==> config.mk <==
export PLATFORM = sky130hd
export DESIGN_NAME = pmenc_isqrt
export DESIGN_NICKNAME = d
export VERILOG_FILES = /design/src/hw/rtl/pointing_matrix_to_encoder_macros.svh /design/src/hw/rtl/pmenc_isqrt.sv
export SDC_FILE = /design/constraint.sdc
export NUM_CORES = 2
export LEC_CHECK = 0
export ABC_CLOCK_PERIOD_IN_PS = 5000
export BUFFER_PORTS_ARGS = -buffer_cell sky130_fd_sc_hd__buf_4
export CAP_MARGIN = 20
export CORE_MARGIN = 1
export CORE_UTILIZATION = 36
export DETAILED_ROUTE_END_ITERATION = 12
export PLACE_DENSITY_LB_ADDON = 0.25
export SLEW_MARGIN = 40
export SYNTH_ARGS = -nofsm -noshare
export SYNTH_HDL_FRONTEND = slang
export SYNTH_SLANG_ARGS = --single-unit
==> constraint.sdc <==
create_clock -name clk -period 5 [get_ports clk]
set_input_delay 1 -clock clk [delete_from_list [all_inputs] [get_ports clk]]
set_output_delay 1 -clock clk [all_outputs]
set_load 0.01 [all_outputs]
==> src/hw/rtl/pointing_matrix_to_encoder_macros.svh <==
// assertion helpers shared by the pointing pipeline, clocked on clk, held off in reset
`ifndef POINTING_MATRIX_TO_ENCODER_MACROS_SVH
`define POINTING_MATRIX_TO_ENCODER_MACROS_SVH

// condition that holds at every clock edge
`define PM_ASSERT_ALWAYS(label, cond, msg) \
  label: assert property (@(posedge clk) disable iff (!rst_n) (cond)) else $error(msg);

// implication checked in the same cycle
`define PM_ASSERT_IMPL(label, ante, cons, msg) \
  label: assert property (@(posedge clk) disable iff (!rst_n) (ante) |-> (cons)) \
    else $error(msg);

`endif

==> src/hw/rtl/pmenc_isqrt.sv <==
module pmenc_isqrt #(
  parameter int TAG_W = 1
) (
  input  logic             clk,
  input  logic             rst_n,
  input  logic             en,
  input  logic             in_valid,
  input  logic [60:0]      in_n,
  input  logic [TAG_W-1:0] in_tag,
  output logic             out_valid,
  output logic [30:0]      out_root,
  output logic [TAG_W-1:0] out_tag
);
  localparam int STEPS = 31;
  localparam int NW    = 62;

  logic [NW-1:0]    n_r   [STEPS+1];
  logic [NW-1:0]    res_r [STEPS+1];
  logic [TAG_W-1:0] tag_r [STEPS+1];
  logic [STEPS:0]   vld_r;

  always_ff @(posedge clk) begin
    if (!rst_n) begin
      vld_r <= '0;
    end else if (en) begin
      vld_r <= {vld_r[STEPS-1:0], in_valid};
    end
  end

  always_ff @(posedge clk) begin
    if (en) begin
      n_r[0]   <= NW'(in_n);
      res_r[0] <= '0;
      tag_r[0] <= in_tag;
    end
  end

  // one result bit per stage, trial bit walks down two places at a time
  for (genvar k = 0; k < STEPS; k++) begin : g_step
    localparam logic [NW-1:0] BIT = {{(NW-1){1'b0}}, 1'b1} << (60 - 2 * k);
    logic [NW-1:0] trial;

    assign trial = res_r[k] + BIT;

    always_ff @(posedge clk) begin
      if (en) begin
        if (n_r[k] >= trial) begin
          n_r[k+1]   <= n_r[k] - trial;
          res_r[k+1] <= (res_r[k] >> 1) + BIT;
        end else begin
          n_r[k+1]   <= n_r[k];
          res_r[k+1] <= res_r[k] >> 1;
        end
        tag_r[k+1] <= tag_r[k];
      end
    end
  end

  assign out_valid = vld_r[STEPS];
  assign out_root  = res_r[STEPS][30:0];
  assign out_tag   = tag_r[STEPS];

endmodule
Yosys cells after proc, flatten, opt, wreduce, memory -nomap -nowiden
Memories as Yosys holds them, arrays and structs flattened.
Cells that the tools add are included.
- bitwise gates (word level): 62
- mux-type cells: 250
- add/subtract/negate cells: 93
- magnitude comparators: 31
- operator list (cell ; count):
    2-to-1 mux 62 bit ; 62
    greater-or-equal comparator 62 bit ; 31
    subtractor 62 bit ; 31
    2-to-1 mux 1 bit ; 188
    adder 61 x 1 -> 62 bit (second input constant) ; 1
    adder 61 x 11 -> 62 bit (second input constant) ; 1
    adder 61 x 13 -> 62 bit (second input constant) ; 1
    adder 61 x 15 -> 62 bit (second input constant) ; 1
    adder 61 x 17 -> 62 bit (second input constant) ; 1
    adder 61 x 19 -> 62 bit (second input constant) ; 1
    adder 61 x 21 -> 62 bit (second input constant) ; 1
    adder 61 x 23 -> 62 bit (second input constant) ; 1
    adder 61 x 25 -> 62 bit (second input constant) ; 1
    adder 61 x 27 -> 62 bit (second input constant) ; 1
    adder 61 x 29 -> 62 bit (second input constant) ; 1
    adder 61 x 3 -> 62 bit (second input constant) ; 1
    adder 61 x 31 -> 62 bit (second input constant) ; 1
    adder 61 x 33 -> 62 bit (second input constant) ; 1
    adder 61 x 35 -> 62 bit (second input constant) ; 1
    adder 61 x 37 -> 62 bit (second input constant) ; 1
    adder 61 x 39 -> 62 bit (second input constant) ; 1
    adder 61 x 41 -> 62 bit (second input constant) ; 1
    adder 61 x 43 -> 62 bit (second input constant) ; 1
    adder 61 x 45 -> 62 bit (second input constant) ; 1
    other kinds (43) ; 104
- logic and storage cells: 440
- output and inout bits: 33
- bits in writable memories: 4000
- input bits: 66
- memories kept: 3
- register bits: 32
- memories (name ; words ; bits a word ; rd ports ; clocked after Yosys merged registers in ; wr ports ; RTL line ; source):
    n_r ; 32 ; 62 ; 31 ; 0 ; 32 ; pmenc_isqrt.sv:17 ; logic [NW-1:0] n_r [STEPS+1];
    res_r ; 32 ; 62 ; 32 ; 0 ; 32 ; pmenc_isqrt.sv:18 ; logic [NW-1:0] res_r [STEPS+1];
    tag_r ; 32 ; 1 ; 32 ; 0 ; 32 ; pmenc_isqrt.sv:19 ; logic [TAG_W-1:0] tag_r [STEPS+1];

Depth between registers and ports, before layout
- word-level depth: 6
- depth in mapped cells: 15
- depth with buffers taken out: 12

Worst setup path after synthesis
Ideal clock, no wire load.
- path type: input to register
- start: in en
- end: mem n_r[30][0], in the netlist n_r[1][868] (enable)
- arrival: 4.345 ns
- path buffers: 4
- data required time: 4.517 ns
- library setup time: 0.483 ns
- stages on the path: 4
- slack: 0.172 ns
- cell sequence: clkbuf_1 -> buf_1 -> clkbuf_1 -> clkbuf_1
- RTL lines (element ; RTL line ; source):
    start, declared ; pmenc_isqrt.sv:6 ; input logic en,
    end, declared ; pmenc_isqrt.sv:17 ;

==> metrics.txt <==
Worst Path Required=5.57 ns; number of max-cap violations=0; Leakage=48.9 nW; Area Overhead vs Synth=13.4%; Initial Utilization=36.2%; period utilisation layout=90.5%; CP Capture Type=flip-flop; final hold vios=0; first-pass GRT wire length=460 mm; status=finished, violations left; min Tclk post-route=4.53 ns; Post-synth top flop=edfxtp_1; Vias/cell=5.32; area leader, netlist=edfxtp_1; number of global-route vias before repair=73441; critical path cell sequence=inv_1 -> ha_1 -> o21a_1 -> o31ai_1 -> a21oi_1 -> o21ai_0 -> a2111oi_0 -> buf_4 -> o211ai_1 -> nand3b_1 -> nor3_4 -> buf_12 -> o21ai_0; post-synthesis sequential area ratio=63.2%; clk_lat worst skew=0.91 ns; CP Launch Type=flip-flop; die height=573 um; root buf cell=clkbuf_16; WS Path Type=flip-flop to flip-flop; DRC Markers=12; syn nets=9900; Worst-Margin Slew=0.934 ns; TritonCTS clock tree=built; CTS Hold Bufs=0; CP Data Arrival Time=5.10 ns; # resized after CTS=0; DR vias=75207; number of flops mapped to enable cells by yosys=2449; Post-Layout Cell Count=14129; CTS Sinks=2481; nets=10168; Post-synth ARST share=0%; post-CTS setup buffers=0; CP max-delay cell=a2111oi_0; crit-path most repeated cell=o21ai_0; largest net degree at the start of global routing=165; drt first-iter violations=7868; Pwr per Cell Area=457 nW/um2; Clock Skew=0.0832 ns; relative slew slack=37.2%; CTS Buffer Depth=4; initial antenna violation count=11; Die Area=328000 um2; fraction of layout cells with a size suffix above 1=7.73%; first-pass detailed-route iteration total=10; row cnt=209; grt total ovfl=0; worst vdd ir=0.000390 V; Max Fclk=0.221 GHz; Cells after Synth=9311; Post-Route WL=307 mm; yosys warns=0; Worst-path clk slew=0.06 ns; worst setup margin=0.474 ns; most common cell in the synthesized netlist=edfxtp_1; Critical Path Max Stage Delay=0.81 ns; DR WL/cell=21.7 um; post-synthesis sequential element count=2481; Placed Instances=13613; RSZ-0062 raised after global routing=false; top-area cell type share of the netlist area=62.6%; Synth cell types=90; Layout Utilization=41.1%; max-slew violations=0; DP HPWL=230 mm; worst slack, placed=0.509 ns; Max FO, Critical Path=39; Hold WC Path Type=primary input to flip-flop; synth top area cells=edfxtp_1 (63%), ha_1 (5.6%), xnor2_1 (3.2%), xor2_1 (3.1%), a21oi_1 (2.2%); placer's final routability congestion estimate=0.952; cell area after synthesis=117000 um2; Fillers=30122; Inserted Clock Buffers=284; htree depth=5; core area=324000 um2; Routed Antenna Nets=0; GRT Util Overall=18.2%; failing checks=design-rule violations; Commonest cells post-synth=edfxtp_1 (2449), nand2_1 (677), inv_1 (648); port buffer count=98; die width=573 um; synthesized area per cell=12.6 um2; Sum Neg Setup Slack=0 ns; # IOs=99; final setup fails=0
critical path, delay by kind of cell, from the launching register on:
kind,cells,cell delay (ns)
AO/OA/AOI/OAI,7,2.39
flip-flops,1,0.47
AND/OR/NAND/NOR,2,0.34
adder cells (fa/ha/maj),1,0.40
buffers and inverters,3,0.56
sequential cells by signal (all words and copies together), names as in the netlist:
signal,count
res_r,496
tag_r,32
vld_r,32
n_r,1921
cells in the final DEF (no fill, tap or decap), drive strengths merged, types with 266 or more instances in the layout:
cell and n:
nor4 333, edfxtp 2449, a21oi 513, clkbuf 346, nor3 266, inv 665
o21ai 498, xnor2 423, ha 523, xor2 409, nand2 678, nor2 539
worst paths after layout:
kind / from / end / slack [ns] / depth (start not counted)
worst min register to register: n_r[0][59] / n_r[0][121] / 0.41 / 0
worst min-delay path: in_n[22] / n_r[0][22] / 0.26 / 1
worst max register to register: res_r[1][451] / n_r[1][516] / 0.47 / 13
worst max-delay path: res_r[1][451] / n_r[1][516] / 0.47 / 13
metrics by stage:
step,hold slack (ns),power [mW],cell area [um2]
6_report,0.259,60.9,133000
5_1_grt,0.194,63.7,133000
4_1_cts,0.180,61.3,133000
3_3_place_gp,0.400,40.5,124000
2_1_floorplan,0.400,36.4,117000
3_5_place_dp,0.405,40.6,124000
cell type report:
type / instances / area [um2] / area share, %
diodes: 5 / 12.5 / 0.00940
inverters: 648 / 2430 / 1.83
clock inverters: 161 / 1610 / 1.21
flip-flops and latches: 2481 / 74200 / 55.7
clock buffers: 345 / 7460 / 5.61
well taps: 4325 / 5410 / 4.06
multi-input cells: 5969 / 40200 / 30.2
repair buffers: 195 / 1810 / 1.36
kinds of logic after synthesis:
group                      Yosys count  synth area share [%]
AOI/OAI and AO/OA                 1675                  8.74
adders and majority gates          523                  5.57
and+or+nand+nor                   2828                  12.5
muxes                              111                  1.02
buffers and inverters              861                  2.79
DFF                               2481                  63.2
xor gates and xnor gates           832                  6.21
where the power goes:
| part | switching, mW | internal [mW] | leakage [nW] |
|---|---|---|---|
| registers | 2.09 | 26.2 | 23.8 |
| clock network | 8.61 | 11.8 | 4.38 |
| logic | 7.43 | 4.74 | 20.7 |
| total | 18.1 | 42.8 | 48.9 |
layer usage:
metal  vias to the layer above  GRT usage (%)  wire length [um]  part of all wire (%)
met5                         -              0                41                 0.013
met2                      2375           28.9            139000                    45
li1                      35411              -                 -                     -
met4                         6           4.87              7910                   2.6
met3                       442           3.51             22000                   7.2
met1                     36973           25.4            138000                    45
Power figures use the tool's default switching activity.
